===== config.mk =====
export PLATFORM = sky130hd
export DESIGN_NAME = ble_adv_data_filter_parser_top
export DESIGN_NICKNAME = d
export VERILOG_FILES = /design/src/rtl/bleadv_pkg.sv /design/src/rtl/ble_adv_data_filter_parser_top.sv
export SDC_FILE = /design/constraint.sdc
export NUM_CORES = 1
export LEC_CHECK = 0
export BUFFER_PORTS_ARGS = -buffer_cell sky130_fd_sc_hd__buf_2
export CORE_UTILIZATION = 30
export DETAILED_ROUTE_END_ITERATION = 10
export PLACE_DENSITY_LB_ADDON = 0.15
export REMOVE_ABC_BUFFERS = 1
export SLEW_MARGIN = 10
export SYNTH_ARGS = -nofsm -noshare
export SYNTH_HDL_FRONTEND = slang
export SYNTH_SLANG_ARGS = --single-unit

===== constraint.sdc =====
create_clock -name clk -period 4.4 [get_ports clk]
set_input_delay 0.22 -clock clk [delete_from_list [all_inputs] [get_ports clk]]
set_output_delay 0.22 -clock clk [all_outputs]
set_load 0.01 [all_outputs]

===== src/rtl/bleadv_pkg.sv =====
// Shared types and constants for the advertising-data filter and name parser.
// No dependencies.
package bleadv_pkg;

  // Report and name limits
  localparam logic [4:0] MAX_REPORT_BYTES = 5'd31;
  localparam logic [7:0] MAX_NAME_BYTES   = 8'd29;
  localparam logic [4:0] POS_LIMIT        = 5'd31;

  // AD structure type codes
  localparam logic [7:0] AD_FLAGS         = 8'h01;
  localparam logic [7:0] AD_NAME_SHORT    = 8'h08;
  localparam logic [7:0] AD_NAME_COMPLETE = 8'h09;

  // Flag bits checked by the discovery filter
  localparam logic [7:0] FLAG_LIMITED     = 8'h01;
  localparam logic [7:0] FLAG_GENERAL     = 8'h02;

  // Result queue
  localparam int QUEUE_DEPTH = 4;

  typedef enum logic [1:0] {
    MODE_ALL     = 2'd0,
    MODE_LIMITED = 2'd1,
    MODE_GENERAL = 2'd2
  } disc_mode_t;

  typedef enum logic [1:0] {
    NAME_NONE = 2'd0,
    NAME_OK   = 2'd1,
    NAME_LONG = 2'd2
  } name_state_t;

  typedef enum logic {
    KIND_NAME    = 1'b0,
    KIND_VERDICT = 1'b1
  } result_kind_t;

  typedef struct packed {
    result_kind_t kind;
    logic [7:0]   name_byte;
    logic         accepted;
    logic         flags_found;
    logic [7:0]   flags_value;
    logic         name_found;
    logic [4:0]   name_length;
    logic         run_end;
  } result_t;

endpackage


===== src/rtl/ble_adv_data_filter_parser_top.sv =====
// Advertising-data AD structure walker with discovery filter and name streaming.
// Depends on bleadv_pkg (types, AD codes, limits).
//
// The results of an accepted byte are registered into a four-entry result queue.
// Throughput: one byte per cycle while two queue slots are free; a final byte that also
// carries a name byte makes two results, drained one per cycle while out_stall is low.
// Reset (rst, synchronous): discovery_mode = 0, per-report state and queue cleared.
module ble_adv_data_filter_parser_top (
  input  logic       clk,
  input  logic       rst,
  // configuration write channel
  input  logic       discovery_mode_valid,
  output logic       discovery_mode_ready,
  input  logic [1:0] discovery_mode,
  // input byte channel
  input  logic       in_valid,
  output logic       in_stall,
  input  logic [7:0] data_byte,
  input  logic [4:0] report_length,
  input  logic       last_byte,
  // result channel
  output logic       out_valid,
  input  logic       out_stall,
  output logic       result_kind,
  output logic [7:0] name_byte,
  output logic       accepted,
  output logic       flags_found,
  output logic [7:0] flags_value,
  output logic       name_found,
  output logic [4:0] name_length,
  output logic       run_end
);
  import bleadv_pkg::*;

  localparam int PTR_W = $clog2(QUEUE_DEPTH);
  localparam int CNT_W = $clog2(QUEUE_DEPTH + 1);

  // Configuration and per-report state
  disc_mode_t  mode;
  logic [4:0]  byte_position,      byte_position_next;
  logic [4:0]  next_field_start,   next_field_start_next;
  logic [4:0]  field_end_position, field_end_position_next;
  logic [4:0]  type_pos,           type_pos_next;
  logic        walk_stopped,       walk_stopped_next;
  logic        flags_seen,         flags_seen_next;
  logic [7:0]  flags_store,        flags_store_next;
  name_state_t name_state,         name_state_next;
  logic [4:0]  name_count,         name_count_next;
  logic        flags_done,         flags_done_next;
  logic        flags_pending,      flags_pending_next;
  logic        name_active,        name_active_next;

  // Result queue
  result_t              queue [QUEUE_DEPTH];
  logic [PTR_W-1:0]     wr_ptr, rd_ptr;
  logic [CNT_W-1:0]     count, count_next;

  logic       in_xfer, out_xfer;
  logic [4:0] size;
  logic       walk_active;
  logic [8:0] len_sum;
  logic [4:0] field_diff;
  logic       name_emit;
  logic       verdict_acc;
  result_t    name_res, verdict_res, first_res;
  logic [1:0] push_cnt;

  assign discovery_mode_ready = 1'b1;
  assign in_xfer  = in_valid && !in_stall;
  assign out_xfer = out_valid && !out_stall;

  // Hold the mode register; the user must write it only between reports (not enforced here)
  always_ff @(posedge clk) begin
    if (rst) begin
      mode <= MODE_ALL;
    end else if (discovery_mode_valid && discovery_mode_ready) begin
      mode <= disc_mode_t'(discovery_mode);
    end
  end

  // Walk the AD structures for the byte at the input
  always_comb begin
    size        = (report_length < MAX_REPORT_BYTES) ? report_length : MAX_REPORT_BYTES;
    walk_active = !walk_stopped && (byte_position < size);
    len_sum     = 9'(byte_position) + 9'd1 + 9'(data_byte);
    field_diff  = field_end_position - type_pos;
    name_emit   = 1'b0;

    byte_position_next      = (byte_position < POS_LIMIT) ? byte_position + 5'd1
                                                          : byte_position;
    next_field_start_next   = next_field_start;
    field_end_position_next = field_end_position;
    type_pos_next           = type_pos;
    walk_stopped_next       = walk_stopped;
    flags_seen_next         = flags_seen;
    flags_store_next        = flags_store;
    name_state_next         = name_state;
    name_count_next         = name_count;
    flags_done_next         = flags_done;
    flags_pending_next      = flags_pending;
    name_active_next        = name_active;

    if (walk_active) begin
      if (byte_position == next_field_start) begin
        // length byte: open the next structure or stop the walk
        name_active_next = 1'b0;
        if (data_byte == 8'd0 || len_sum > 9'(size)) begin
          walk_stopped_next = 1'b1;
        end else begin
          type_pos_next           = byte_position + 5'd1;
          field_end_position_next = byte_position + data_byte[4:0];
          next_field_start_next   = len_sum[4:0];
        end
      end else if (byte_position == type_pos) begin
        // type byte: arm flags capture and name streaming
        if (data_byte == AD_FLAGS && !flags_done) begin
          flags_done_next    = 1'b1;
          flags_pending_next = (field_diff != 5'd0);
        end
        if ((data_byte == AD_NAME_SHORT || data_byte == AD_NAME_COMPLETE) &&
            name_state == NAME_NONE) begin
          if (8'(field_diff) > MAX_NAME_BYTES) begin
            name_state_next = NAME_LONG;
          end else begin
            name_state_next  = NAME_OK;
            name_active_next = 1'b1;
          end
        end
      end else if (byte_position <= field_end_position) begin
        // value byte: capture flags, stream name
        if (flags_pending && byte_position == type_pos + 5'd1) begin
          flags_store_next   = data_byte;
          flags_seen_next    = 1'b1;
          flags_pending_next = 1'b0;
        end
        if (name_active) begin
          if (name_count != POS_LIMIT) begin
            name_count_next = name_count + 5'd1;
          end
          name_emit = 1'b1;
        end
      end
    end

    // Discovery filter verdict on the updated flags
    unique case (mode)
      MODE_ALL:     verdict_acc = 1'b1;
      MODE_LIMITED: verdict_acc = flags_seen_next &&
                                  ((flags_store_next & FLAG_LIMITED) != 8'd0);
      MODE_GENERAL: verdict_acc = flags_seen_next &&
                                  ((flags_store_next & (FLAG_LIMITED | FLAG_GENERAL)) != 8'd0);
      default:      verdict_acc = 1'b0;
    endcase

    name_res             = '0;
    name_res.kind        = KIND_NAME;
    name_res.name_byte   = data_byte;
    name_res.run_end     = !last_byte;

    verdict_res             = '0;
    verdict_res.kind        = KIND_VERDICT;
    verdict_res.accepted    = verdict_acc;
    verdict_res.flags_found = flags_seen_next;
    verdict_res.flags_value = flags_seen_next ? flags_store_next : 8'd0;
    verdict_res.name_found  = (name_state_next == NAME_OK);
    verdict_res.name_length = name_count_next;
    verdict_res.run_end     = 1'b1;

    first_res = name_emit ? name_res : verdict_res;
    push_cnt  = in_xfer ? (2'(name_emit) + 2'(last_byte)) : 2'd0;
  end

  // Advance per-report state; clear it after the final byte
  always_ff @(posedge clk) begin
    if (rst || (in_xfer && last_byte)) begin
      byte_position      <= '0;
      next_field_start   <= '0;
      field_end_position <= '0;
      type_pos           <= '0;
      walk_stopped       <= 1'b0;
      flags_seen         <= 1'b0;
      flags_store        <= '0;
      name_state         <= NAME_NONE;
      name_count         <= '0;
      flags_done         <= 1'b0;
      flags_pending      <= 1'b0;
      name_active        <= 1'b0;
    end else if (in_xfer) begin
      byte_position      <= byte_position_next;
      next_field_start   <= next_field_start_next;
      field_end_position <= field_end_position_next;
      type_pos           <= type_pos_next;
      walk_stopped       <= walk_stopped_next;
      flags_seen         <= flags_seen_next;
      flags_store        <= flags_store_next;
      name_state         <= name_state_next;
      name_count         <= name_count_next;
      flags_done         <= flags_done_next;
      flags_pending      <= flags_pending_next;
      name_active        <= name_active_next;
    end
  end

  // Stall input unless two result slots are free
  assign in_stall = (count > CNT_W'(QUEUE_DEPTH - 2));

  always_comb begin
    count_next = count + CNT_W'(push_cnt) - CNT_W'(out_xfer);
  end

  // Queue pointers and fill count
  always_ff @(posedge clk) begin
    if (rst) begin
      wr_ptr <= '0;
      rd_ptr <= '0;
      count  <= '0;
    end else begin
      wr_ptr <= wr_ptr + PTR_W'(push_cnt);
      if (out_xfer) begin
        rd_ptr <= rd_ptr + PTR_W'(1);
      end
      count <= count_next;
    end
  end

  // Write up to two results per transfer
  always_ff @(posedge clk) begin
    for (int i = 0; i < QUEUE_DEPTH; i++) begin
      if (push_cnt != 2'd0 && PTR_W'(i) == wr_ptr) begin
        queue[i] <= first_res;
      end else if (push_cnt == 2'd2 && PTR_W'(i) == wr_ptr + PTR_W'(1)) begin
        queue[i] <= verdict_res;
      end
    end
  end

  // Drive the head of the queue
  assign out_valid   = (count != '0);
  assign result_kind = queue[rd_ptr].kind;
  assign name_byte   = queue[rd_ptr].name_byte;
  assign accepted    = queue[rd_ptr].accepted;
  assign flags_found = queue[rd_ptr].flags_found;
  assign flags_value = queue[rd_ptr].flags_value;
  assign name_found  = queue[rd_ptr].name_found;
  assign name_length = queue[rd_ptr].name_length;
  assign run_end     = queue[rd_ptr].run_end;

endmodule


# After elaboration in Yosys (flattened, before gate mapping)
# Memory sizes are Yosys's and may differ from the RTL's. A register that Yosys moved wholly into a read port is not among the register bits.
# Cells that the tools add are included.
[classes] add_sub_neg=13 order_cmp=7 n_eq_ne=19 mux=71 bitwise_logic=6 reduce_logical=46
[ops] cell="2-to-1 mux 26 bit" count=7
[ops] cell="OR reduction 26 bit" count=2
[ops] cell="2-to-1 mux 8 bit" count=6
[ops] cell="2-to-1 mux 1 bit" count=40
[ops] cell="2-to-1 mux 5 bit" count=7
[ops] cell="2-to-1 mux 2 bit" count=10
[ops] cell="logical AND 1 bit" count=17
[ops] cell="== test 8 x 4 -> 1 bit (second input constant)" count=2
[ops] cell="adder 5 x 1 -> 5 bit (second input constant)" count=3
[ops] cell="== test 5 bit" count=3
[ops] cell="less-than comparator 5 bit (second input constant)" count=2
[ops] cell="AND reduction 5 bit" count=2
[ops] cell="nonzero test 2 bit" count=5
[ops] cell="adder 6 x 8 -> 9 bit" count=1
[ops] cell="> comparator 9 x 5 -> 1 bit" count=1
[ops] cell="== test 2 bit (first input constant)" count=4
[ops] cell="== test 8 x 1 -> 1 bit (second input constant)" count=1
[ops] cell="zero test 2 bit" count=4
[ops] cell="zero test 8 bit" count=1
[ops] cell="AND reduction 4 bit" count=2
[ops] cell="nonzero test 8 bit" count=1
[ops] cell="adder 5 x 1 -> 6 bit (second input constant)" count=1
[ops] cell="AND reduction 6 bit" count=1
[ops] cell="adder 5 bit" count=1
[ops] cell="other kinds (24)" count=38
[totals] reg_bits=49 mem_bits_rw=104 out_inout_bits=29 wordCells=179 n_memories=1
[mem_list] name="queue" words=4 width=26 rd=1 rd_clocked_by_memory_dff=1 wr=2 line="ble_adv_data_filter_parser_top.sv:54" rtl="result_t queue [QUEUE_DEPTH];"

# Logic depth before layout (Yosys ltp)
# Gate-level depths: netlist of the first run.
[depth] word_depth=15 depth_mapped=18

# Worst setup path after synthesis of the first run
# No wires, ideal clock.
[synth_timing] kind="register to register" from="reg byte_position[4]" to="mem queue[0][0] in the netlist's numbering, enable pin" setup_ns=0.442 arrival_time_ns=4.197 path_slack_ns=-0.239 path_stages_with_launch=12 path_buffers=1 period_less_slack_ns=4.639 path_cell_list="dfxtp_1 > ha_1 > a211o_1 > a31oi_2 > and4b_4 > buf_6 > nand2_1 > inv_1 > ha_1 > nand2b_1 > mux2_2 > nor3_1"
[synth_lines] element="from (decl)" line="ble_adv_data_filter_parser_top.sv:40" rtl="logic [4:0] byte_position, byte_position_next;"
[synth_lines] element="from (signal assigned)" line="ble_adv_data_filter_parser_top.sv:189" rtl="byte_position <= byte_position_next;"
[synth_lines] element="to (decl)" line="ble_adv_data_filter_parser_top.sv:54"

==> impl_metrics.toml, run 1 <==
[logic_synthesis]
commonest_register_cell_after_synthesis = "sky130_fd_sc_hd__edfxtp_1"
avgSynthCellArea_um2 = 11.1
synth_largest_type_area_fraction_pct = 34.4
synth_top_cells_by_count = "sky130_fd_sc_hd__edfxtp_1, sky130_fd_sc_hd__a21oi_1, sky130_fd_sc_hd__dfxtp_1, sky130_fd_sc_hd__inv_1, sky130_fd_sc_hd__nor2_1"
synth_cell_type_count = 72
postSynthCellCount = 740
synthesis.area_um2 = 8220
postSynth.asyncResetShare_pct = 0
synth_warnings = 0
synthDominantAreaCellType = "sky130_fd_sc_hd__edfxtp_1"
number_of_enable_type_register_cells_in_the_synthesized_netlist = 94
ys_top_cells_by_area = "sky130_fd_sc_hd__edfxtp_1, sky130_fd_sc_hd__dfxtp_1, sky130_fd_sc_hd__mux4_2"
synth.yosys.seq_area_share_pct = 49.2
synth.most_common_cell = "sky130_fd_sc_hd__edfxtp_1"
ys_seq_elements = 155

[cts]
cts_inserted_buffers = 17
insertion_delay_ns = 0.42
post-cts-setup-buffers = 0
post_cts.resized_instances = 0
clkSinkCount = 155
ctsHtreeMaxLevel = 4
cts_hold_buf = 0
cts-root-buf = "sky130_fd_sc_hd__clkbuf_16"
clockBufferDepth = 2
cts.reportedPaths.clkPinSlew_ns = 0.07
cts_tree = "done"

[setup_path]
cell_with_the_largest_stage_delay_on_the_worst_path = "sky130_fd_sc_hd__dfxtp_1"
ff2ff_setup_slack_ns = 0.38
path_buf_inv = 2
timing.critical_path.fanout_max = 13
cpPeakStageDelay_ns = 0.61
worst_path_dominant_cell_family = "simple AND/OR/NAND/NOR gates"
worst_path_most_repeated_cell = "sky130_fd_sc_hd__ha_1"
critPathArrivalTime_ns = 4.28
cp.required_ns = 4.66
cp_cell_sequence = "ha_1 > nor2b_1 > o21ai_0 > a32o_1 > and4b_4 > nand2_1 > inv_1 > ha_1 > nand2b_1 > or2_1 > or3_1 > and3_1 > buf_4 > nor3_1"
critPathCaptureType = "flop"
setup.worst_path.start_class = "flop"
setup.worst_path.class = "reg2reg"

[global_route]
grt-ovfl-total = 0
grt_pass1_vias = 6055
global_route_total_usage_across_every_layer_pct = 16.4
number_of_antenna_violations_at_the_first_check_in_global_routing = 0
grt_start_max_net_pins = 32
grt_first_pass_wirelength_mm = 34.6

[pwr]
power.ir.vdd_worst_v = 0.000217
power_per_cell_area_nw_per_um2 = 459
power_leakage_nw = 3.36

[route]
drt_pass_1_iters = 5
drt-wirelength-per-cell_um = 19.7
dr_total_vias = 5810
ant_nets = 0
maxUsedRoutingLayer = "met4"
met2_length_mm = 10.7
wl_met1_mm = 10.4
drt_drc_violations_left = 0
met3RoutedLength_um = 653
routed_via_density = 5.18
postRouteWirelength_mm = 22.0
drt_first_iter_violations = 466

[die]
io-pin-count = 50
start_util_pct = 30.6
floorplan.die_area_um2 = 28000
die_width_um = 167
chipHeight_um = 167
placement_rows = 60
core_area_um2 = 26900

[final_layout]
final_net_count = 828
sequential_area_um2 = 4050
fin_cells = 1121
multi_input_area_um2 = 3720
drive_gt1_share_pct = 19.4
insertedDiodeCount = 0
area.growth.synth_to_final_pct = 13.6
fill_cells = 2719

[placement]
gp_congestion = 0.788
detailedPlacementHpwl_mm = 14.7
count_of_buffers_inserted_at_the_top_level_ports = 48
placed_cells_incl_taps = 1089

[timing]
grt_setup_unrepaired = "no"
clock-skew-final_ns = 0.0118
fin_hold_ws_ns = 0.0553
period_share_pct = 91.3
hold_viol = 0
timing.final.setup_violations = 0
max-slew-margin-rel_pct = 28.2
worst_slew_pin_tran_ns = 1.08
max_clock_freq_ghz = 0.249
timing_max_transition_violations_final = 0
period_needed_ns = 4.02

[status]
status = "finished clean"

[min_path]
hold_path_class = "in2reg"

[flow_run]
max-cap-violations = 0
-- per-layer routing --
| metal | global-route usage, % | up-vias |
|---|---|---|
| li1 | - | 2778 |
| met1 | 21.6 | 2905 |
| met3 | 2.51 | 20 |
| met5 | 0 | - |
| met2 | 27.5 | 107 |
| met4 | 4.91 | 0 |
-- placed cells by master (no fill, tap or decap), types with 3 or more instances in the layout --
cell and n:
sky130_fd_sc_hd__a21o_1 7, sky130_fd_sc_hd__a21oi_1 90, sky130_fd_sc_hd__a22o_1 9, sky130_fd_sc_hd__a31oi_1 3, sky130_fd_sc_hd__and2_1 24, sky130_fd_sc_hd__and3_1 8, sky130_fd_sc_hd__buf_2 48, sky130_fd_sc_hd__buf_4 15
sky130_fd_sc_hd__bufinv_16 3, sky130_fd_sc_hd__clkbuf_16 17, sky130_fd_sc_hd__dfxtp_1 59, sky130_fd_sc_hd__edfxtp_1 94, sky130_fd_sc_hd__fa_1 4, sky130_fd_sc_hd__ha_1 36, sky130_fd_sc_hd__inv_1 44, sky130_fd_sc_hd__inv_6 4
sky130_fd_sc_hd__mux2i_1 4, sky130_fd_sc_hd__mux4_2 26, sky130_fd_sc_hd__nand2_1 23, sky130_fd_sc_hd__nand2b_1 5, sky130_fd_sc_hd__nand3_1 24, sky130_fd_sc_hd__nand4_1 12, sky130_fd_sc_hd__nor2_1 40, sky130_fd_sc_hd__nor2b_1 8
sky130_fd_sc_hd__nor3_1 27, sky130_fd_sc_hd__nor3_2 5, sky130_fd_sc_hd__nor4_1 3, sky130_fd_sc_hd__o211ai_2 8, sky130_fd_sc_hd__o21a_1 4, sky130_fd_sc_hd__o21ai_0 23, sky130_fd_sc_hd__o31ai_1 5, sky130_fd_sc_hd__or3_1 8
sky130_fd_sc_hd__or4_1 3, sky130_fd_sc_hd__xnor2_1 23, sky130_fd_sc_hd__xor2_1 11
-- cell type report --
type / count / share of cell area (%)
Timing Repair Buffer: 63 / 3.78
Multi-Input combinational cell: 485 / 39.9
Inverter: 45 / 1.81
Tap cell: 341 / 4.57
Sequential cell: 155 / 43.4
Clock inverter: 14 / 1.97
Clock buffer: 18 / 4.60
-- report_power, final --
part           internal, mW  switching [mW]  total [mW]
clock                 0.908           0.634        1.54
combinational         0.431           0.555       0.986
sequential             1.62           0.133        1.75
total                  2.96            1.32        4.28
-- worst paths after layout --
| kind | startpoint | to | depth (start not counted) |
|---|---|---|---|
| setup reg to reg | byte_position[1] | queue[1][4] | 14 |
| hold reg to reg | name_count[4] | name_count[4] | 2 |
| hold / removal | discovery_mode[1] | mode[1] | 3 |
| setup / recovery | byte_position[1] | queue[1][4] | 14 |
-- worst min-delay path, stage by stage --
cell and delay (ns):
sky130_fd_sc_hd__buf_2 0.07, sky130_fd_sc_hd__mux2i_1 0.06, sky130_fd_sc_hd__nor2_1 0.09
-- registers in the layout (all words and copies together) (netlist names), named ones only --
signal,cells
walk_stopped,1
name_count,5
next_field_start,5
flags_pending,1
queue,104
count,3
flags_seen,1
field_end_position,5
byte_position,5
type_pos,5
mode,2
flags_done,1
rd_ptr,2
wr_ptr,2
name_state,2
flags_store,8
name_active,1
-- logic make-up after synthesis --
kind of cell / after synthesis / synth area share, %
other: 1 / 0.0456
adders and majority gates: 40 / 6.46
buffers and inverters: 100 / 5.60
DFF: 155 / 49.2
xor gates and xnor gates: 34 / 3.62
muxes: 31 / 7.75
AOI/OAI and AO/OA: 170 / 13.1
and+or+nand+nor: 209 / 14.2
-- metrics by stage --
step                      setup slack, ns  instance area, µm²  TNS, ns  util (%)  total power [mW]
after floorplan                    -0.494                7920   -12.85         -              2.40
after global placement              0.554                8720        0      32.4              2.76
after detailed placement            0.423                8720        0      32.4              2.79
after CTS                           0.393                9330        0      34.7              4.34
after global routing               0.0979                9330        0      34.7              4.48
final                               0.382                9330        0      34.7              4.28
Power figures use the tool's default switching activity.
==> run 2, diff against run 1 <==
--- a/config.mk
+++ b/config.mk
@@ -6,6 +6,7 @@
 export NUM_CORES = 1
 export LEC_CHECK = 0
 export BUFFER_PORTS_ARGS = -buffer_cell sky130_fd_sc_hd__buf_2
+export CORE_MARGIN = 3
 export CORE_UTILIZATION = 30
 export DETAILED_ROUTE_END_ITERATION = 10
 export PLACE_DENSITY_LB_ADDON = 0.15
==> run 2 against run 1 <==
Compared with the run above:
- setup slack gained 0.086 ns
- worst hold slack lost 0.013 ns
- sequential cell count is the same
- critical path depth is the same
- clock power is essentially flat
- cell count shrank 0.18%
- critical path type unchanged
- largest cell class unchanged
==> impl_metrics.toml, run 2 (synthesis results as in run 1) <==
[placement]
detailedPlacementHpwl_mm = 14.6
count_of_buffers_inserted_at_the_top_level_ports = 48
gp_congestion = 0.787
placed_cells_incl_taps = 1088
dp_worst_setup_slack_ns = 0.235

[route]
drt_drc_violations_left = 0
ant_nets = 0
dr_total_vias = 5815
drt-wirelength-per-cell_um = 19.8
routed_via_density = 5.20
postRouteWirelength_mm = 22.1
drt_pass_1_iters = 5
drt_first_iter_violations = 441

[final_layout]
number_of_flip_flops_under_the_largest_register_name = 104
fill_cells = 2594
layout.cells.most_common_list = "sky130_fd_sc_hd__edfxtp_1, sky130_fd_sc_hd__a21oi_1, sky130_fd_sc_hd__dfxtp_1"
largest_registers = "queue x104, flags_store x8"
final_net_count = 833
drive_gt1_share_pct = 20.0
final_core_area_utilization_pct = 35.3
regMostFlops = "queue"
final_common_cell = "sky130_fd_sc_hd__edfxtp_1"
area.growth.synth_to_final_pct = 13.8
fin_cells = 1119
insertedDiodeCount = 0
sequential_area_um2 = 4050
multi_input_area_um2 = 3720

[timing]
grt_setup_unrepaired = "no"
period_share_pct = 89.4
setup_ws_ns = 0.468
timing_max_transition_violations_final = 0
hold_viol = 0
clock-skew-final_ns = 0.0126
worst_slew_pin_tran_ns = 1.10
max_clock_freq_ghz = 0.254
max-slew-margin-rel_pct = 26.9
timing.final.setup_violations = 0
period_needed_ns = 3.93

[setup_path]
reg2regPathDepth = 14
setup.worst_path.start_class = "flop"
cell_with_the_largest_stage_delay_on_the_worst_path = "sky130_fd_sc_hd__dfxtp_1"
cp_cell_sequence = "ha_1 > a21oi_1 > o21ai_1 > a31oi_2 > and4b_4 > nand2_1 > inv_1 > ha_1 > nand2b_1 > or2_1 > or3_1 > and3_2 > buf_4 > a21oi_1"
critPathCaptureType = "flop"
ff2ff_setup_slack_ns = 0.47
regToRegStartpoint = "byte_position[2]"
critPathArrivalTime_ns = 4.21
cpPeakStageDelay_ns = 0.65
critical_path.reg2reg.endpoint = "queue[1][2]"
cp.required_ns = 4.68
timing.critical_path.fanout_max = 22
setup.worst_path.class = "reg2reg"

[status]
status = "finished clean"

[cts]
cts-root-buf = "sky130_fd_sc_hd__clkbuf_16"
ctsHtreeMaxLevel = 4
post-cts-setup-buffers = 0
clockBufferDepth = 2
cts_tree = "done"
cts.reportedPaths.clkPinSlew_ns = 0.07
insertion_delay_ns = 0.43
clkSinkCount = 155
cts_inserted_buffers = 17

[min_path]
hold_path_class = "in2reg"
worstHoldStart = "discovery_mode[0]"
hold_depth = 3
hold_path_end = "mode[0]"

[pwr]
overall_power_after_layout_mw = 4.27
power_leakage_nw = 3.39
power_per_cell_area_nw_per_um2 = 457
power.ir.vdd_worst_v = 0.000184

[global_route]
grt_first_pass_wirelength_mm = 34.9
grt_start_max_net_pins = 29
grt_pass1_vias = 5981
global_route_total_usage_across_every_layer_pct = 15.6
grt-ovfl-total = 0
number_of_antenna_violations_at_the_first_check_in_global_routing = 0

[die]
chipHeight_um = 171
start_util_pct = 31.0
core_area_um2 = 26500
io-pin-count = 50
placement_rows = 59
die_width_um = 171
floorplan.die_area_um2 = 29400

[flow_run]
max-cap-violations = 0
==> run 2: metrics by stage <==
stage / hold WS, ns / TNS (ns) / instance area, µm²
floorplan: 0.292 / -12.85 / 7920
global placement: 0.450 / 0 / 8750
detailed placement: 0.454 / 0 / 8750
CTS: 0.0249 / 0 / 9340
global route: 0.0606 / 0 / 9350
finish: 0.0427 / 0 / 9350
==> run 2: where the power goes <==
part | total (mW) | internal, mW | switching, mW | leakage, nW
Sequential | 1.72 | 1.62 | 0.107 | 1.32
Combinational | 1.04 | 0.440 | 0.596 | 1.77
Clock | 1.51 | 0.858 | 0.653 | 0.292
==> run 2: layout make-up <==
cell class                 instances  share of cell area, %
timing repair buffer              68                   4.18
tap                              335                   4.49
clock buffer                      17                   4.55
clock inverter                    14                   1.83
sequential                       155                   43.3
inverter                          45                   1.81
multi-input combinational        485                   39.9
==> run 2: routing by layer <==
| metal | share of wire [%] | GRT usage [%] | vias up |
|---|---|---|---|
| met5 | 0 | 0 | - |
| met4 | 0.67 | 2.97 | 0 |
| met3 | 4.2 | 3.42 | 11 |
| met2 | 48 | 26.0 | 129 |
| met1 | 47 | 21.0 | 2896 |
| li1 | - | - | 2779 |
==> run 2: worst max-delay path by stage <==
stage	from	endpoint	slack [ns]
CTS	byte_position[2]	queue[1][2]	0.23
global route	byte_position[2]	queue[1][2]	0.17
floorplan	byte_position[2]	queue[0][0]	-0.49
detailed placement	byte_position[2]	queue[1][20]	0.24
global placement	byte_position[2]	queue[1][22]	0.30
finish	byte_position[2]	queue[1][2]	0.47
==> run 2: worst max-delay path: cells and delay by family, from the launching register on <==
| family | cells | cell delay [ns] |
|---|---|---|
| adders and majority gates | 2 | 0.61 |
| AOI/OAI and AO/OA | 4 | 0.60 |
| and+or+nand+nor | 6 | 1.59 |
| DFF | 1 | 0.65 |
| buffers and inverters | 2 | 0.35 |
==> run 2: what timing repair did <==
item | 4_1_cts | 5_1_grt
endpoints found under the setup margin | 0 | 2
hold buffers | 0 | 0
gates resized for setup | 0 | 1
==> run 3, diff against run 2 <==
--- a/config.mk
+++ b/config.mk
@@ -5,6 +5,7 @@
 export SDC_FILE = /design/constraint.sdc
 export NUM_CORES = 1
 export LEC_CHECK = 0
+export ABC_AREA = 1
 export BUFFER_PORTS_ARGS = -buffer_cell sky130_fd_sc_hd__buf_2
 export CORE_MARGIN = 3
 export CORE_UTILIZATION = 30
==> run 3 against run 2 <==
Compared with the run above:
- setup slack improved by 0.44 ns
- global-route usage up 0.21 points
- critical endpoint is now next_field_start[0]
- clock power decreased by 3%
- utilization grew 0.40 points
- register-to-register slack improved by 0.44 ns
- synthesized area fell by 3.6%
==> impl_metrics.toml, run 3 <==
[logic_synthesis]
commonest_register_cell_after_synthesis = "sky130_fd_sc_hd__edfxtp_1"
synth_warnings = 0
postSynthCellCount = 908
synth_top_cells_by_count = "sky130_fd_sc_hd__nor2_1, sky130_fd_sc_hd__inv_1, sky130_fd_sc_hd__o21ai_0, sky130_fd_sc_hd__nand2_1, sky130_fd_sc_hd__edfxtp_1"
avgSynthCellArea_um2 = 8.72
postSynth.asyncResetShare_pct = 0
synth_cell_type_count = 39
synth.most_common_cell = "sky130_fd_sc_hd__nor2_1"
number_of_enable_type_register_cells_in_the_synthesized_netlist = 94
ys_top_cells_by_area = "sky130_fd_sc_hd__edfxtp_1, sky130_fd_sc_hd__dfxtp_1, sky130_fd_sc_hd__nor2_1"
ys_seq_elements = 155
synth.yosys.seq_area_share_pct = 51.1
synthDominantAreaCellType = "sky130_fd_sc_hd__edfxtp_1"
synthesis.area_um2 = 7920
synth_largest_type_area_fraction_pct = 35.6

[die]
floorplan.die_area_um2 = 28400
placement_rows = 58
io-pin-count = 50
core_area_um2 = 25500
start_util_pct = 31.0
die_width_um = 168
chipHeight_um = 168

[route]
drt-wirelength-per-cell_um = 16.4
postRouteWirelength_mm = 21.3
drt_pass_1_iters = 5
ant_nets = 0
routed_via_density = 4.68
dr_total_vias = 6092
drt_first_iter_violations = 481
drt_drc_violations_left = 0

[timing]
worst_slew_pin_tran_ns = 1.09
clock-skew-final_ns = 0.0154
timing_max_transition_violations_final = 0
max_clock_freq_ghz = 0.286
hold_viol = 0
period_share_pct = 79.4
max-slew-margin-rel_pct = 27.1
setup-tns-final_ns = 0
timing.final.setup_violations = 0
grt_setup_unrepaired = "no"
period_needed_ns = 3.49

[setup_path]
setup.worst_path.start_class = "flop"
setup.worst_path.class = "reg2reg"
regToRegStartpoint = "byte_position[1]"
timing.critical_path.fanout_max = 23
critPathArrivalTime_ns = 3.80
cp.required_ns = 4.70
crit_start = "byte_position[1]"
critPathCaptureType = "flop"

[placement]
detailedPlacementHpwl_mm = 14.7
count_of_buffers_inserted_at_the_top_level_ports = 48
gp_congestion = 0.790

[pwr]
overall_power_after_layout_mw = 4.52
power_per_cell_area_nw_per_um2 = 496
power.ir.vdd_worst_v = 0.000249
power_leakage_nw = 3.74

[final_layout]
final_core_area_utilization_pct = 35.7
number_of_flip_flops_under_the_largest_register_name = 104
final_common_cell = "sky130_fd_sc_hd__nor2_1"
area.growth.synth_to_final_pct = 15.0
largest_registers = "queue x104, flags_store x8"
insertedDiodeCount = 0
regMostFlops = "queue"
final_net_count = 1019
drive_gt1_share_pct = 14.1
layout.cells.most_common_list = "sky130_fd_sc_hd__nor2_1, sky130_fd_sc_hd__inv_1, sky130_fd_sc_hd__o21ai_0"

[cts]
cts-root-buf = "sky130_fd_sc_hd__clkbuf_16"
cts_tree = "done"
clkSinkCount = 155
cts.reportedPaths.clkPinSlew_ns = 0.07
insertion_delay_ns = 0.43
cts_hold_buf = 0
post_cts.resized_instances = 0
clockBufferDepth = 2
cts_inserted_buffers = 17
post-cts-setup-buffers = 0
ctsHtreeMaxLevel = 4

[global_route]
number_of_antenna_violations_at_the_first_check_in_global_routing = 0
grt_first_pass_wirelength_mm = 34.9
grt-ovfl-total = 0
grt_pass1_vias = 6067
global_route_total_usage_across_every_layer_pct = 15.8
grt_start_max_net_pins = 63

[flow_run]
max-cap-violations = 0

[status]
status = "finished clean"

[min_path]
hold_path_class = "in2reg"
worstHoldStart = "rst"
## run 3: cell types whose count changed after synthesis, sizes merged, moves of 9 or more
cell / before / now
o22ai: 1 / 17
a22o: 9 / 0
nor2: 42 / 168
nand2: 24 / 108
o21ai: 25 / 123
xnor2: 23 / 8
inv: 45 / 125
and2: 24 / 0
mux4: 26 / 0
buf: 34 / 8
nor3: 33 / 8
a21oi: 90 / 53
## run 3: path summary, 6_finish.rpt
check | slack, ns | to | cells after the start
worst max-delay path | 0.91 | next_field_start[0] | 17
worst min-delay path | 0.03 | wr_ptr[0] | 2
worst max register to register | 0.91 | next_field_start[0] | 17
worst min register to register | 0.46 | flags_done | 2
## run 3: metrics by stage
step | cells | worst slack, ns | instance area, µm² | hold slack (ns)
global route | 1301 | 0.499 | 9110 | 0.0321
floorplan | 877 | 0.0264 | 7760 | 0.291
detailed placement | 1269 | 0.931 | 8530 | 0.457
global placement | 1269 | 0.882 | 8530 | 0.453
CTS | 1301 | 0.889 | 9110 | 0.0142
finish | 1301 | 0.906 | 9110 | 0.0278
## run 3: layout make-up
cell class | instances | area, µm²
Timing Repair Buffer | 62 | 345
Tap cell | 330 | 413
Multi-Input combinational cell | 594 | 3250
Fill cell | 2655 | 16400
Clock buffer | 17 | 425
Sequential cell | 155 | 4040
Clock inverter | 15 | 149
Inverter | 128 | 484
## run 3: logic make-up (layout without fill, tap and decap cells)
| logic type | Yosys count | count (layout) | share of synthesized area [%] |
|---|---|---|---|
| AND/OR/NAND/NOR | 323 | 323 | 17.2 |
| adder cells (fa/ha/maj) | 40 | 40 | 6.70 |
| buffers and inverters | 159 | 222 | 8.06 |
| AO/OA/AOI/OAI | 212 | 212 | 14.8 |
| other | 1 | 1 | 0.0474 |
| flip-flops | 155 | 155 | 51.1 |
| XOR/XNOR | 18 | 18 | 2.09 |
## run 3: layer usage
layer,vias to the layer above,global-route usage (%),part of all wire (%)
met1,2881,21.7,49
met2,87,26.2,48
met4,0,3.34,0.73
met5,-,0,0
met3,7,2.83,2.9
li1,3117,-,-
## run 3: worst max-delay path, cell delays in order (launching register included)
cell and delay [ns]:
sky130_fd_sc_hd__dfxtp_1 0.56, sky130_fd_sc_hd__inv_1 0.26, sky130_fd_sc_hd__fa_1 0.48, sky130_fd_sc_hd__o21ai_0 0.29, sky130_fd_sc_hd__xnor2_1 0.19, sky130_fd_sc_hd__inv_1 0.07
sky130_fd_sc_hd__ha_1 0.30, sky130_fd_sc_hd__inv_1 0.04, sky130_fd_sc_hd__o21ai_0 0.15, sky130_fd_sc_hd__nand3_1 0.09, sky130_fd_sc_hd__o21bai_1 0.16, sky130_fd_sc_hd__nor2_1 0.12
sky130_fd_sc_hd__nand3_1 0.09, sky130_fd_sc_hd__buf_4 0.23, sky130_fd_sc_hd__inv_2 0.13, sky130_fd_sc_hd__nand2_1 0.08, sky130_fd_sc_hd__nand2_1 0.08, sky130_fd_sc_hd__a21oi_1 0.06
## run 3: power by group
group          switching [mW]  leakage [nW]  internal, mW  total [mW]
registers              0.0879          1.34          1.67        1.76
logic                   0.860          2.11         0.442        1.30
clock network           0.657         0.279         0.800        1.46
